[src/rtl/ccw_pkg.sv]
// Package: calendar clock types, constants and month length lookup.
`timescale 1ns / 1ps
`default_nettype none
package ccw_pkg;

  localparam int unsigned MonthW   = 4;
  localparam int unsigned DateW    = 5;
  localparam int unsigned YearW    = 7;
  localparam int unsigned WeekdayW = 3;
  localparam int unsigned HoursW   = 5;
  localparam int unsigned MinutesW = 6;
  localparam int unsigned SecondsW = 6;

  localparam int unsigned InDataW  = 40;
  localparam int unsigned OutDataW = 40;
  localparam int unsigned CfgIdxW  = 2;
  localparam int unsigned CfgDataW = 6;

  localparam logic [SecondsW-1:0] SecLast  = SecondsW'(59);
  localparam logic [MinutesW-1:0] MinLast  = MinutesW'(59);
  localparam logic [HoursW-1:0]   HourLast = HoursW'(23);
  localparam logic [WeekdayW-1:0] WdLast   = WeekdayW'(6);
  localparam logic [WeekdayW-1:0] WdSunday = WeekdayW'(0);
  localparam logic [MonthW-1:0]   MonLast  = MonthW'(12);
  localparam logic [YearW-1:0]    YearLast = YearW'(98);
  localparam logic [MonthW-1:0]   MonFeb   = MonthW'(2);
  localparam logic [MonthW-1:0]   MonApr   = MonthW'(4);
  localparam logic [MonthW-1:0]   MonJun   = MonthW'(6);
  localparam logic [MonthW-1:0]   MonSep   = MonthW'(9);
  localparam logic [MonthW-1:0]   MonNov   = MonthW'(11);
  localparam logic [DateW-1:0]    Days28   = DateW'(28);
  localparam logic [DateW-1:0]    Days29   = DateW'(29);
  localparam logic [DateW-1:0]    Days30   = DateW'(30);
  localparam logic [DateW-1:0]    Days31   = DateW'(31);

  typedef enum logic {
    CMD_TICK = 1'b0,
    CMD_LOAD = 1'b1
  } cmd_t;

  typedef enum logic [CfgIdxW-1:0] {
    REG_START_HOUR   = 2'd0,
    REG_START_MINUTE = 2'd1,
    REG_END_HOUR     = 2'd2,
    REG_END_MINUTE   = 2'd3
  } cfg_reg_t;

  typedef struct packed {
    logic [SecondsW-1:0] seconds;
    logic [MinutesW-1:0] minutes;
    logic [HoursW-1:0]   hours;
    logic [WeekdayW-1:0] weekday;
    logic [YearW-1:0]    year;
    logic [DateW-1:0]    date;
    logic [MonthW-1:0]   month;
  } cal_time_t;

  function automatic logic [DateW-1:0] month_length(
    input logic [MonthW-1:0] month,
    input logic [YearW-1:0]  year
  );
    logic [DateW-1:0] len;
    case (month)
      MonFeb:                         len = (year[1:0] == 2'b00) ? Days29 : Days28;
      MonApr, MonJun, MonSep, MonNov: len = Days30;
      default:                        len = Days31;
    endcase
    return len;
  endfunction

endpackage
`default_nettype wire

[src/rtl/calendar_clock_with_window.sv]
// Calendar clock with weekday collection window: top level.
// The result of an accepted item is in the output register in the next cycle.
// Throughput: one item per cycle; the seconds-to-year carry chain and the window
// compare sit between the clock registers and the output register.
// The next item is taken while a result waits, as long as the output is taken too.
// Reset: synchronous; time 00:00:00 weekday 0, date 1, month 1, year 0, unset;
// window registers cleared, output empty.
`timescale 1ns / 1ps
`default_nettype none
module calendar_clock_with_window (
  input  wire logic                           clk,
  input  wire logic                           rst,
  input  wire logic                           cfg_we,
  input  wire logic [ccw_pkg::CfgIdxW-1:0]    cfg_index,
  input  wire logic [ccw_pkg::CfgDataW-1:0]   cfg_data,
  input  wire logic                           s_tvalid,
  output logic                                s_tready,
  // load_month, load_date, load_year, load_weekday, load_hours, load_minutes,
  // load_seconds, zero fill
  input  wire logic [ccw_pkg::InDataW-1:0]    s_tdata,
  // command
  input  wire logic                           s_tuser,
  output logic                                m_tvalid,
  input  wire logic                           m_tready,
  // cur_month, cur_date, cur_year, cur_weekday, cur_hours, cur_minutes,
  // cur_seconds, in_window, zero fill
  output logic [ccw_pkg::OutDataW-1:0]        m_tdata,
  // clock_valid
  output logic                                m_tuser
);

  localparam int unsigned TimeW = $bits(ccw_pkg::cal_time_t);

  logic [ccw_pkg::HoursW-1:0]   start_hour;
  logic [ccw_pkg::MinutesW-1:0] start_minute;
  logic [ccw_pkg::HoursW-1:0]   end_hour;
  logic [ccw_pkg::MinutesW-1:0] end_minute;

  ccw_pkg::cal_time_t tm;
  ccw_pkg::cal_time_t tm_next;
  ccw_pkg::cal_time_t load_tm;
  logic               loaded;
  logic               loaded_next;
  logic               win_next;
  logic               accept;
  ccw_pkg::cmd_t      cmd;
  logic [ccw_pkg::DateW-1:0] mlen;

  assign s_tready = !m_tvalid || m_tready;
  assign accept   = s_tvalid && s_tready;
  assign cmd      = ccw_pkg::cmd_t'(s_tuser);
  assign load_tm  = ccw_pkg::cal_time_t'(s_tdata[TimeW-1:0]);
  assign mlen     = ccw_pkg::month_length(tm.month, tm.year);

  always_comb begin
    tm_next     = tm;
    loaded_next = loaded;
    if (cmd == ccw_pkg::CMD_LOAD) begin
      tm_next     = load_tm;
      loaded_next = 1'b1;
    end else if (loaded) begin
      if (tm.seconds < ccw_pkg::SecLast) begin
        tm_next.seconds = tm.seconds + 1'b1;
      end else begin
        tm_next.seconds = '0;
        if (tm.minutes < ccw_pkg::MinLast) begin
          tm_next.minutes = tm.minutes + 1'b1;
        end else begin
          tm_next.minutes = '0;
          if (tm.hours < ccw_pkg::HourLast) begin
            tm_next.hours = tm.hours + 1'b1;
          end else begin
            tm_next.hours   = '0;
            tm_next.weekday = (tm.weekday >= ccw_pkg::WdLast) ? '0 : tm.weekday + 1'b1;
            if (tm.date < mlen) begin
              tm_next.date = tm.date + 1'b1;
            end else begin
              tm_next.date = ccw_pkg::DateW'(1);
              if (tm.month < ccw_pkg::MonLast) begin
                tm_next.month = tm.month + 1'b1;
              end else begin
                tm_next.month = ccw_pkg::MonthW'(1);
                tm_next.year  = (tm.year >= ccw_pkg::YearLast) ? '0 : tm.year + 1'b1;
              end
            end
          end
        end
      end
    end
  end

  always_comb begin
    win_next = 1'b0;
    if (!loaded_next) begin
      win_next = 1'b0;
    end else if (tm_next.weekday == ccw_pkg::WdSunday || tm_next.weekday == ccw_pkg::WdLast) begin
      win_next = 1'b0;
    end else if (tm_next.hours > start_hour && tm_next.hours < end_hour) begin
      win_next = 1'b1;
    end else if (start_hour == end_hour &&
                 (tm_next.minutes < start_minute || tm_next.minutes >= end_minute)) begin
      win_next = 1'b0;
    end else if ((tm_next.hours == start_hour && tm_next.minutes >= start_minute) ||
                 (tm_next.hours == end_hour && tm_next.minutes < end_minute)) begin
      win_next = 1'b1;
    end
  end

  always_ff @(posedge clk) begin
    if (rst) begin
      start_hour   <= '0;
      start_minute <= '0;
      end_hour     <= '0;
      end_minute   <= '0;
    end else if (cfg_we) begin
      unique case (ccw_pkg::cfg_reg_t'(cfg_index))
        ccw_pkg::REG_START_HOUR:   start_hour   <= cfg_data[ccw_pkg::HoursW-1:0];
        ccw_pkg::REG_START_MINUTE: start_minute <= cfg_data;
        ccw_pkg::REG_END_HOUR:     end_hour     <= cfg_data[ccw_pkg::HoursW-1:0];
        ccw_pkg::REG_END_MINUTE:   end_minute   <= cfg_data;
        default: ;
      endcase
    end
  end

  always_ff @(posedge clk) begin
    if (rst) begin
      loaded     <= 1'b0;
      tm.seconds <= '0;
      tm.minutes <= '0;
      tm.hours   <= '0;
      tm.weekday <= '0;
      tm.date    <= ccw_pkg::DateW'(1);
      tm.month   <= ccw_pkg::MonthW'(1);
      tm.year    <= '0;
      m_tvalid   <= 1'b0;
    end else if (accept) begin
      loaded   <= loaded_next;
      tm       <= tm_next;
      m_tvalid <= 1'b1;
    end else if (m_tready) begin
      m_tvalid <= 1'b0;
    end
  end

  always_ff @(posedge clk) begin
    if (accept) begin
      m_tdata <= {{(ccw_pkg::OutDataW - TimeW - 1){1'b0}}, win_next, tm_next};
      m_tuser <= loaded_next;
    end
  end

endmodule
`default_nettype wire

[config.mk]
export PLATFORM = sky130hd
export DESIGN_NAME = calendar_clock_with_window
export DESIGN_NICKNAME = d
export VERILOG_FILES = /design/src/rtl/ccw_pkg.sv /design/src/rtl/calendar_clock_with_window.sv
export SDC_FILE = /design/constraint.sdc
export NUM_CORES = 1
export LEC_CHECK = 0
export ABC_CLOCK_PERIOD_IN_PS = 3290
export BUFFER_PORTS_ARGS = -buffer_cell sky130_fd_sc_hd__buf_4
export CAP_MARGIN = 20
export CORE_MARGIN = 2
export CORE_UTILIZATION = 51
export CTS_BUF_LIST = sky130_fd_sc_hd__clkbuf_4 sky130_fd_sc_hd__clkbuf_8 sky130_fd_sc_hd__clkbuf_16
export CTS_CLUSTER_DIAMETER = 120
export DETAILED_ROUTE_END_ITERATION = 6
export PLACE_DENSITY = 0.74
export SKIP_CTS_REPAIR_TIMING = 1
export SYNTH_ARGS = -nofsm -noshare
export SYNTH_HDL_FRONTEND = slang
export SYNTH_SLANG_ARGS = --single-unit
[constraint.sdc]
create_clock -name clk -period 3.29 [get_ports clk]
set_clock_uncertainty 0.15 [all_clocks]
set_input_delay 0.4935 -clock clk [delete_from_list [all_inputs] [get_ports clk]]
set_output_delay 0.4935 -clock clk [all_outputs]
set_load 0.005 [all_outputs]
Word-level counts from Yosys, hierarchy flattened --
Cells that the tools add are included.
Storage, ports and cells: flip-flop bits (word level) 98, bits of input ports 54, word-level logic and storage cells 92, output and inout port bits 43
Cells by class: reductions and logical operators 20, add/sub/neg operators 7, mux-type cells 23, bitwise gates (word level) 1, magnitude comparators 13, equal/unequal tests 12
Operator list (count):
- 2-to-1 mux 36 bit | 2
- 2-to-1 mux 30 bit | 1
- 2-to-1 mux 24 bit | 1
- 2-to-1 mux 7 bit | 3
- 2-to-1 mux 19 bit | 1
- == test 5 bit | 3
- adder 6 x 1 -> 6 bit, second input constant | 2
- >= comparator 6 bit | 2
- < comparator 6 bit | 2
- < comparator 6 bit, second input constant | 2
- 2-to-1 mux 6 bit | 2
- adder 5 x 1 -> 5 bit, second input constant | 2
- < comparator 5 bit | 2
- 2-to-1 mux 5 bit | 2
- == test 4 x 3 -> 1 bit, second input constant | 2
- == test 4 bit, second input constant | 2
- 2-to-1 mux 4 bit | 2
- AND reduction 2 bit | 4
- adder 7 x 1 -> 7 bit, second input constant | 1
- >= comparator 7 bit, second input constant | 1
- 2-to-1 mux 1 bit | 7
- greater-than comparator 5 bit | 1
- logical AND 1 bit | 5
- < comparator 5 bit, second input constant | 1
- other kinds (18) | 23

Depth between registers and ports, before layout --
Gate-level depths: netlist of the first run.
word-level depth 16, mapped depth 13

Least setup slack after synthesis of the first run --
OpenSTA, ideal clock, no wires.
path type input -> register, from in s_tuser, to reg m_tdata[36] (netlist name), data pin, stages 12, data required time 2.884 ns, library setup time 0.256 ns, path slack 0.155 ns, arrival time 2.729 ns, path through clkbuf_1 clkbuf_1 clkbuf_1 nand2_1 o31ai_1 ha_1 a21oi_1 o21a_1 o21ai_0 a2111oi_0 o21ai_0 o211a_1
RTL lines:
- start, declared | RTL line calendar_clock_with_window.sv:22 | input wire logic s_tuser,
- end signal, assigned | RTL line calendar_clock_with_window.sv:148 | m_tdata <= {{(ccw_pkg::OutDataW - TimeW - 1){1'b0}}, win_next, tm_next};
- end, declared | RTL line calendar_clock_with_window.sv:27 | output logic [ccw_pkg::OutDataW-1:0] m_tdata,

==> metrics, run 1 <==
Vias/cell=5.63; gr usage total=24.6%; Starting Density=51.7%; Max Cap Viol=0; vias in the first global route=4830; cells after synthesis=633; maximum fanout along the worst path=5; H-tree Lvls=3; Setup WS pre-CTS=-76.4 ps; num rows=38; synth unique cells=64; Slew headroom=52.7%; Fmax achieved=314 MHz; combinational cell fraction of total power=19.4%; Mapped Area=5560 µm²; share of flip-flops with an asynchronous set or reset=0%; Post-DP HPWL=9.88 mm; via count=5008; final WL=13.9 mm; PwrDens=381 nW/µm²; Core Area=10700 µm²; wire per inst=15.7 µm; routability cong.=0.936; Post-synth top flop=dfxtp_1; fin crit period=3190 ps; CTS max path bufs=2; DRT Pass-1 Iters=5; synthesis-to-finish area growth=23.4%; EDFF count, synth=38; 1st-iter DRT viols=276; Nets=834; Congestion Overflow GR=0; post-route cell area=6850 µm²; die span in x=108 µm; Final WS setup=104 ps; switching pwr=0.733 mW; clock network fraction of total power=27.1%; Leak=2.87 nW; full die area=11700 µm²; die height=108 µm; Net Sw Frac=28.1%; status=finished clean; CTS Sinks=98; endpoint class of the critical path=flop; max incr delay on CP=350 ps; buffer and inverter count on the worst path=2; # DRC=0; Antenna Nets Post-Route=0; share of layout cells above drive strength 1=23.5%; Crit Path Category=flop to flop; Synth Register Bits=98; Cell Chain, Critical Path=ha_4 > o211ai_1 > buf_4 > nor3_2 > buf_4 > a31oi_1 > a21oi_1 > mux2_2 > ha_1 > nand4_1 > nor4b_2 > a21oi_1 > o21ai_2 > o211a_1; initial antenna violation count=0; Final Hold Viols=0; Max Slew Vio Count=0; TritonCTS clock tree=done; ANT cells=0; Post-DP Area=6570 µm²; Seq pwr share=53.5%; total CTS buffers=9; port bufs=89; Internal Power=1.88 mW; Startpoint Class=flop; Setup violations, final=0; Clock transition at path regs=90 ps; critical path's top delay family=compound AO/OA/AOI/OAI gates; syn avg cell area=8.78 µm²; fin crit share=96.8%; Hold Path Class=primary input to flop; CP max stage cell=dfxtp_2; yosys warns=0; Worst Path Required=3410 ps; register area share after synthesis=42.2%; worst vdd ir=250 µV; CP arrival=3300 ps; largest net degree at the start of global routing=66; slew at the pin closest to its max-slew limit=709 ps; num ports=97; first-pass GRT wire length=22.4 mm; Worst-Skew Late Latency=390 ps; Root Driver=clkbuf_8
==> cells in the mapped netlist, types with 5 or more instances <==
cell | n | share of area (%)
nand3b_1 | 7 | 0.95
inv_1 | 36 | 2.4
ha_1 | 36 | 8.1
nand3_1 | 16 | 1.4
nor3_1 | 10 | 0.90
nor2b_1 | 6 | 0.68
o21ai_0 | 32 | 2.9
buf_2 | 5 | 0.45
o21ai_1 | 5 | 0.45
edfxtp_1 | 38 | 21
dfxtp_1 | 60 | 22
a21oi_1 | 52 | 4.7
mux2i_1 | 24 | 4.3
nor2_1 | 73 | 4.9
a2bb2oi_1 | 5 | 0.79
clkbuf_1 | 21 | 1.4
and3_1 | 8 | 0.90
buf_4 | 5 | 0.68
nand4_1 | 7 | 0.79
xnor2_1 | 5 | 0.79
a31oi_1 | 15 | 1.7
nand2b_1 | 9 | 1.0
and2_1 | 5 | 0.56
nand2_1 | 81 | 5.5
==> logic make-up after synthesis <==
logic type	Yosys count	share of synthesized area, %
mux	27	4.93
buf+inv	71	5.25
xor+xnor	9	1.42
other cells	1	0.0675
fa+ha+maj	36	8.11
simple gates	234	19.3
flops	98	42.2
compound gates	157	18.7
==> power groups by stage <==
stage	registers, mW	clock network (mW)	logic [mW]
after floorplan	1.41	0	0.274
after global placement	1.42	0	0.466
after detailed placement	1.42	0	0.484
after CTS	1.40	0.733	0.487
after global routing	1.41	0.783	0.566
final	1.40	0.708	0.507
==> worst min-delay path, cell delays in order <==
cell and delay [ps]:
buf_4 90, mux2i_1 50, nor2_1 70
==> path summary, 6_finish.rpt <==
check / from / end / slack (ps) / cells past startpoint
setup / recovery: tm[30] / m_tdata[36] / 100 / 14
hold reg to reg: tm[18] / tm[18] / 340 / 2
setup reg to reg: tm[30] / m_tdata[36] / 100 / 14
hold / removal: cfg_data[5] / end_minute[5] / 190 / 3
==> area by class of cell <==
cell class	count	area [µm²]
fillers	948	3890
multi-input cells	466	3030
flip-flops and latches	98	2340
repair buffers	132	1000
well taps	140	175
clock buffers	12	146
inverters	37	139
clock inverters	4	18.8
==> stage by stage <==
step / utilization (%) / power (mW) / setup TNS (ps) / hold slack, ps / instances
after global routing: 63.8 / 2.76 / -46.2 / 214 / 889
after CTS: 62.7 / 2.62 / -101 / 180 / 887
after floorplan: - / 1.69 / 0 / 306 / 635
after detailed placement: 61.2 / 1.91 / -76.4 / 329 / 871
final: 63.8 / 2.61 / 0 / 194 / 889
after global placement: 61.2 / 1.88 / -5.83 / 315 / 871
==> flip-flops by register name, indices dropped and copies added, names as in the netlist <==
register	count
tm	36
m_tuser	1
start_minute	6
loaded	1
start_hour	5
m_tvalid	1
end_minute	6
m_tdata	37
end_hour	5
==> cell usage in the layout (no fill, tap or decap), types with 24 or more instances in the layout <==
cell,instances
ha_1,33
a21oi_1,51
mux2i_1,24
inv_1,35
dfxtp_1,58
edfxtp_1,38
buf_4,131
nor2_1,72
o21ai_0,28
nand2_1,81
==> routing by layer <==
layer	routed length, µm	track usage [%]	vias to the layer above
li1	-	-	2484
met1	5640	29.1	2333
met2	7060	43.1	153
met3	787	5.73	38
met4	443	10.1	0
met5	0	0	-
Note: power is estimated with default switching activity, not from simulation.
==> run 2, diff against run 1 <==
--- a/config.mk
+++ b/config.mk
@@ -13,7 +13,7 @@
 export CTS_BUF_LIST = sky130_fd_sc_hd__clkbuf_4 sky130_fd_sc_hd__clkbuf_8 sky130_fd_sc_hd__clkbuf_16
 export CTS_CLUSTER_DIAMETER = 120
 export DETAILED_ROUTE_END_ITERATION = 6
-export PLACE_DENSITY = 0.74
+export PLACE_DENSITY = 0.87
 export SKIP_CTS_REPAIR_TIMING = 1
 export SYNTH_ARGS = -nofsm -noshare
 export SYNTH_HDL_FRONTEND = slang
==> run 2 against run 1 <==
Effect of this change: non-clock buffer count rose by 1; power increased by 1.6%; clock power up 5.4%; global-route usage down 0.22 points; maximum frequency grew 0.58%; sequential power barely moved.
==> metrics, run 2 (synthesized netlist as in run 1, its figures left out) <==
vias in the first global route=4864 (+0.70%); Worst-Skew Late Latency=380 ps (about the same); largest net degree at the start of global routing=66 (unchanged); Clock transition at path regs=90 ps (about the same); gr usage total=24.4% (-0.22 points); endpoint class of the critical path=flop; Hold Startpoint=s_tvalid; wire per inst=16.1 µm (+2.6%); PwrDens=386 nW/µm² (+1.2%); combinational cell fraction of total power=19.3% (about the same); Setup violations, final=0 (unchanged); maximum fanout along the worst path=4 (-1); Fin Hold WS=202 ps (+8.03 ps); Final Hold Viols=0 (unchanged); CTS max path bufs=2 (unchanged); crit path capture=m_tdata[36]; Inst Count DP=872 (+0.11%); first-pass GRT wire length=22.7 mm (+1.3%); r2r endpoint=m_tdata[36]; slew at the pin closest to its max-slew limit=692 ps (-17.4 ps); num ports=97 (unchanged); R2R cell count=14 (unchanged); Setup WS pre-CTS=-98.5 ps (-22.1 ps); fin crit period=3170 ps (-18.3 ps); die span in x=108 µm (unchanged); Worst Path Required=3280 ps (-130 ps); Max Cap Viol=0 (unchanged); status=finished clean; Nets=835 (+0.12%); final WL=14.3 mm (+2.7%); Antenna Nets Post-Route=0 (unchanged); die height=108 µm (unchanged); Congestion Overflow GR=0 (unchanged); Vias/cell=5.81 (+3.1%); Seq pwr share=52.6% (-0.9 points); CP arrival=3160 ps (-140 ps); Slew headroom=53.9% (+1.2 points); fin crit share=96.3% (-0.56 points); Starting Density=51.7% (unchanged); Leak=2.88 nW (+0.35%); Total Power=2.65 mW (+1.6%); switching pwr=0.747 mW (+2.0%); post-route insts no fill=890 (+0.11%); Crit Path Category=flop to flop; DRT Pass-1 Iters=5 (unchanged); TritonCTS clock tree=done; CTS Sinks=98 (unchanged); Max Slew Vio Count=0 (unchanged); share of layout cells above drive strength 1=24.4% (+0.90 points); full die area=11700 µm² (unchanged); largest registers=m_tdata (37), tm (36); 1st-iter DRT viols=336 (+22%); Root Driver=clkbuf_8; Hold Path Class=primary input to flop; H-tree Lvls=3 (unchanged); Fmax achieved=316 MHz (+0.58%); port bufs=89 (unchanged); r2r startpoint=tm[31]; ANT cells=0 (unchanged); Critical path origin=tm[31]; initial antenna violation count=0 (unchanged); Startpoint Class=flop; Internal Power=1.91 mW (+1.5%); most flop-heavy register=m_tdata; commonest non-fill, non-tap cells in the layout=buf_4 (133), nand2_1 (81), nor2_1 (72), dfxtp_1 (58), a21oi_1 (51); Post-DP HPWL=9.89 mm (+0.17%); Core Area=10700 µm² (unchanged); Final WS setup=122 ps (+18.3 ps); via count=5167 (+3.2%); synthesis-to-finish area growth=23.9%; fin util=64.1% (+0.29 points); num rows=38 (unchanged); total CTS buffers=9 (unchanged); number of flip-flops under the largest register name=37 (unchanged); clock network fraction of total power=28.1% (+1.0 points); worst vdd ir=256 µV (+2.4%); # DRC=0 (unchanged); Net Sw Frac=28.2% (+0.092 points); flop-to-flop setup slack=120 ps (+20 ps); routability cong.=0.888 (-5.2%); commonest non-fill, non-tap cell in the layout=buf_4
[run 2: layer usage]
layer	vias up	wire [µm]	GRT usage, %	part of all wire [%]
li1	2483	-	-	-
met2	214	7080	41.3	50
met5	-	0	0	0
met1	2428	5750	29.6	40
met4	0	479	11.8	3.3
met3	42	994	5.12	7.0
[run 2: power groups by stage]
stage	sequential (mW)	clock [mW]	combinational, mW
final	1.40	0.746	0.511
after global routing	1.41	0.804	0.569
after CTS	1.40	0.757	0.484
after detailed placement	1.42	0	0.481
after global placement	1.42	0	0.462
after floorplan	1.41	0	0.274
[run 2: final cells by class]
cell class / instances / area [µm²]
Clock buffer: 12 / 159
Clock inverter: 4 / 25.0
Fill cell: 888 / 3860
Inverter: 37 / 139
Multi-Input combinational cell: 466 / 3040
Sequential cell: 98 / 2350
Tap cell: 140 / 175
Timing Repair Buffer: 133 / 998
[run 2: worst min path at each step]
stage / endpoint / slack (ps) / cells past startpoint
after floorplan: tm[18] / 310 / 2
after global placement: tm[18] / 310 / 2
after detailed placement: tm[16] / 330 / 2
after CTS: m_tvalid / 200 / 3
after global routing: m_tvalid / 210 / 3
final: m_tvalid / 200 / 3
[run 2: critical path, stage by stage, from the launching register on]
cell and delay, ps:
dfxtp_4 380, ha_4 150, o211a_2 180, nand2_1 70
nor3_1 200, nor2_1 90, o31ai_2 330, buf_4 170
ha_1 160, nand4_1 120, a31oi_1 180, nor2_1 80
a2111oi_2 420, o21ai_2 120, o211a_1 140
[run 2: per-stage QoR]
stage          cell area (µm²)  TNS, ps
6_report                  6880        0
3_5_place_dp              6570    -98.5
5_1_grt                   6880    -25.1
3_3_place_gp              6570    -62.3
2_1_floorplan             5560        0
4_1_cts                   6750     -142
==> run 3, diff against run 2 <==
--- a/config.mk
+++ b/config.mk
@@ -5,15 +5,15 @@
 export SDC_FILE = /design/constraint.sdc
 export NUM_CORES = 1
 export LEC_CHECK = 0
-export ABC_CLOCK_PERIOD_IN_PS = 3290
+export ABC_CLOCK_PERIOD_IN_PS = 3700
 export BUFFER_PORTS_ARGS = -buffer_cell sky130_fd_sc_hd__buf_4
 export CAP_MARGIN = 20
 export CORE_MARGIN = 2
-export CORE_UTILIZATION = 51
+export CORE_UTILIZATION = 61
 export CTS_BUF_LIST = sky130_fd_sc_hd__clkbuf_4 sky130_fd_sc_hd__clkbuf_8 sky130_fd_sc_hd__clkbuf_16
 export CTS_CLUSTER_DIAMETER = 120
 export DETAILED_ROUTE_END_ITERATION = 6
-export PLACE_DENSITY = 0.87
+export PLACE_DENSITY = 0.95
 export SKIP_CTS_REPAIR_TIMING = 1
 export SYNTH_ARGS = -nofsm -noshare
 export SYNTH_HDL_FRONTEND = slang
==> constraint.sdc (replaced) <==
create_clock -name clk -period 3.7 [get_ports clk]
set_clock_uncertainty 0.15 [all_clocks]
set_input_delay 0.555 -clock clk [delete_from_list [all_inputs] [get_ports clk]]
set_output_delay 0.555 -clock clk [all_outputs]
set_load 0.005 [all_outputs]
==> run 3 against run 2 <==
Effect of this change: critical endpoint unchanged; highest routed layer unchanged; non-clock buffer count fell by 27; sequential share of layout area grew 1.3 points; critical path type unchanged; design area down 3.7%; power decreased by 7.9%; wire length grew 1.6%; combinational power down 15%; clock-buffer cell count up 1.
==> metrics, run 3 (synthesized netlist as in run 1, its figures left out) <==
status=finished clean; first-pass GRT wire length=23.6 mm (+3.8%); initial antenna violation count=0 (unchanged); R2R cell count=13 (-1); Slew headroom=42.6% (-11 points); TritonCTS clock tree=done; fin util=75.7% (+12 points); largest net degree at the start of global routing=66 (unchanged); Worst Path Required=3670 ps (+390 ps); slew at the pin closest to its max-slew limit=859 ps (+168 ps); DRT Pass-1 Iters=5 (unchanged); maximum fanout along the worst path=7 (+3); Fin Hold WS=302 ps (+99.2 ps); via count=5194 (+0.52%); Crit Path Category=flop to flop; Congestion Overflow GR=0 (unchanged); Startpoint Class=flop; fin crit share=98.8% (+2.5 points); Inst Count DP=814 (-6.7%); fill count=562 (-37%); Post-DP Area=6350 µm² (-3.4%); met2 wire length=7.29 mm (+3.0%); num rows=34 (-11%); Antenna Nets Post-Route=0 (unchanged); largest registers=m_tdata (37), tm (36); full die area=9890 µm² (-16%); total CTS buffers=9 (unchanged); fin crit period=3650 ps (+487 ps); commonest non-fill, non-tap cells in the layout=buf_4 (104), nand2_1 (81), nor2_1 (72), dfxtp_1 (58), a21oi_1 (52); Hold Path Class=primary input to flop; crit path capture=m_tdata[36]; Max Slew Vio Count=0 (unchanged); Setup violations, final=0 (unchanged); wire per inst=17.5 µm (+8.8%); num ports=97 (unchanged); die height=99.4 µm (-8.2%); Fmax achieved=274 MHz (-13%); Post-DP HPWL=9.87 mm (-0.25%); met3 routed WL=1.06 mm (+6.8%); r2r startpoint=tm[30]; # DRC=0 (unchanged); synthesis-to-finish area growth=19.4%; CP arrival=3620 ps (+460 ps); Starting Density=63.4% (+12 points); PwrDens=369 nW/µm² (-4.4%); CTS Sinks=98 (unchanged); share of layout cells above drive strength 1=19.9% (-4.5 points); most flop-heavy register=m_tdata; 1st-iter DRT viols=425 (+26%); post-route insts no fill=831 (-6.6%); worst vdd ir=196 µV (-23%); Vias/cell=6.25 (+7.7%); ANT cells=0 (unchanged); Top Layer Used=met4; metal1 wirelength=5.60 mm (-2.6%); Worst-Skew Late Latency=370 ps (about the same); commonest non-fill, non-tap cell in the layout=buf_4; CTS max path bufs=2 (unchanged); Final Hold Viols=0 (unchanged); Leak=2.76 nW (-4.3%); flop-to-flop setup slack=50 ps (-80 ps); H-tree Lvls=3 (unchanged); Root Driver=clkbuf_8; Critical path origin=tm[30]; Max Cap Viol=0 (unchanged); routability cong.=0.939 (+5.7%); gr usage total=29.2% (+4.8 points); setup_tns=0 ps (unchanged); Clock transition at path regs=90 ps (about the same); number of flip-flops under the largest register name=37 (unchanged); endpoint class of the critical path=flop; port bufs=89 (unchanged); Nets=808 (-3.2%); Core Area=8760 µm² (-18%); vias in the first global route=5181 (+6.5%); final WL=14.5 mm (+1.6%); post-route cell area=6630 µm² (-3.7%); die span in x=99.4 µm (-8.2%); r2r endpoint=m_tdata[36]
-- run 3: critical path: stages (launching register included) --
cell and delay, ps:
dfxtp_2 380, ha_4 180, o211a_2 260, nand2_1 170, nor3_1 340, nor2_1 150
o31ai_4 350, ha_1 330, a21oi_1 140, o21a_1 150, o21ai_0 130, a2111oi_2 420
o21ai_2 110, o211a_1 160
-- run 3: how the worst min path moves through the flow --
stage / from / end / slack (ps) / cells past startpoint
3_5_place_dp: tm[31] / tm[31] / 330 / 2
5_1_grt: cfg_data[5] / end_minute[5] / 320 / 3
4_1_cts: cfg_data[5] / start_minute[5] / 310 / 3
2_1_floorplan: tm[18] / tm[18] / 310 / 2
6_report: cfg_data[5] / start_minute[5] / 300 / 3
3_3_place_gp: tm[18] / tm[18] / 310 / 2
-- run 3: layout make-up --
type	instances	area, µm²	area share [%]
Clock buffer	13	178	2.68
Clock inverter	3	46.3	0.698
Timing Repair Buffer	106	806	12.1
Multi-Input combinational cell	466	2980	45.0
Sequential cell	98	2340	35.4
Inverter	37	139	2.09
Tap cell	108	135	2.04
-- run 3: through the flow --
| stage | total power [mW] | worst slack, ps |
|---|---|---|
| 4_1_cts | 2.43 | -107 |
| 3_3_place_gp | 1.65 | 37.5 |
| 3_5_place_dp | 1.68 | -22.5 |
| 6_report | 2.45 | 45.4 |
| 2_1_floorplan | 1.50 | 503 |
| 5_1_grt | 2.54 | -187 |
-- run 3: report_power, final --
part           leakage [nW]  internal (mW)  total, mW  switching, mW
Sequential            0.867           1.19       1.25         0.0548
Clock                 0.112          0.389      0.764          0.375
Combinational          1.78          0.198      0.433          0.235
Total                  2.76           1.78       2.45          0.664
-- run 3: metal layers --
layer	vias up	GRT usage, %
li1	2430	-
met1	2422	35.5
met2	283	50.1
met3	59	4.71
met4	0	15.3
met5	-	0
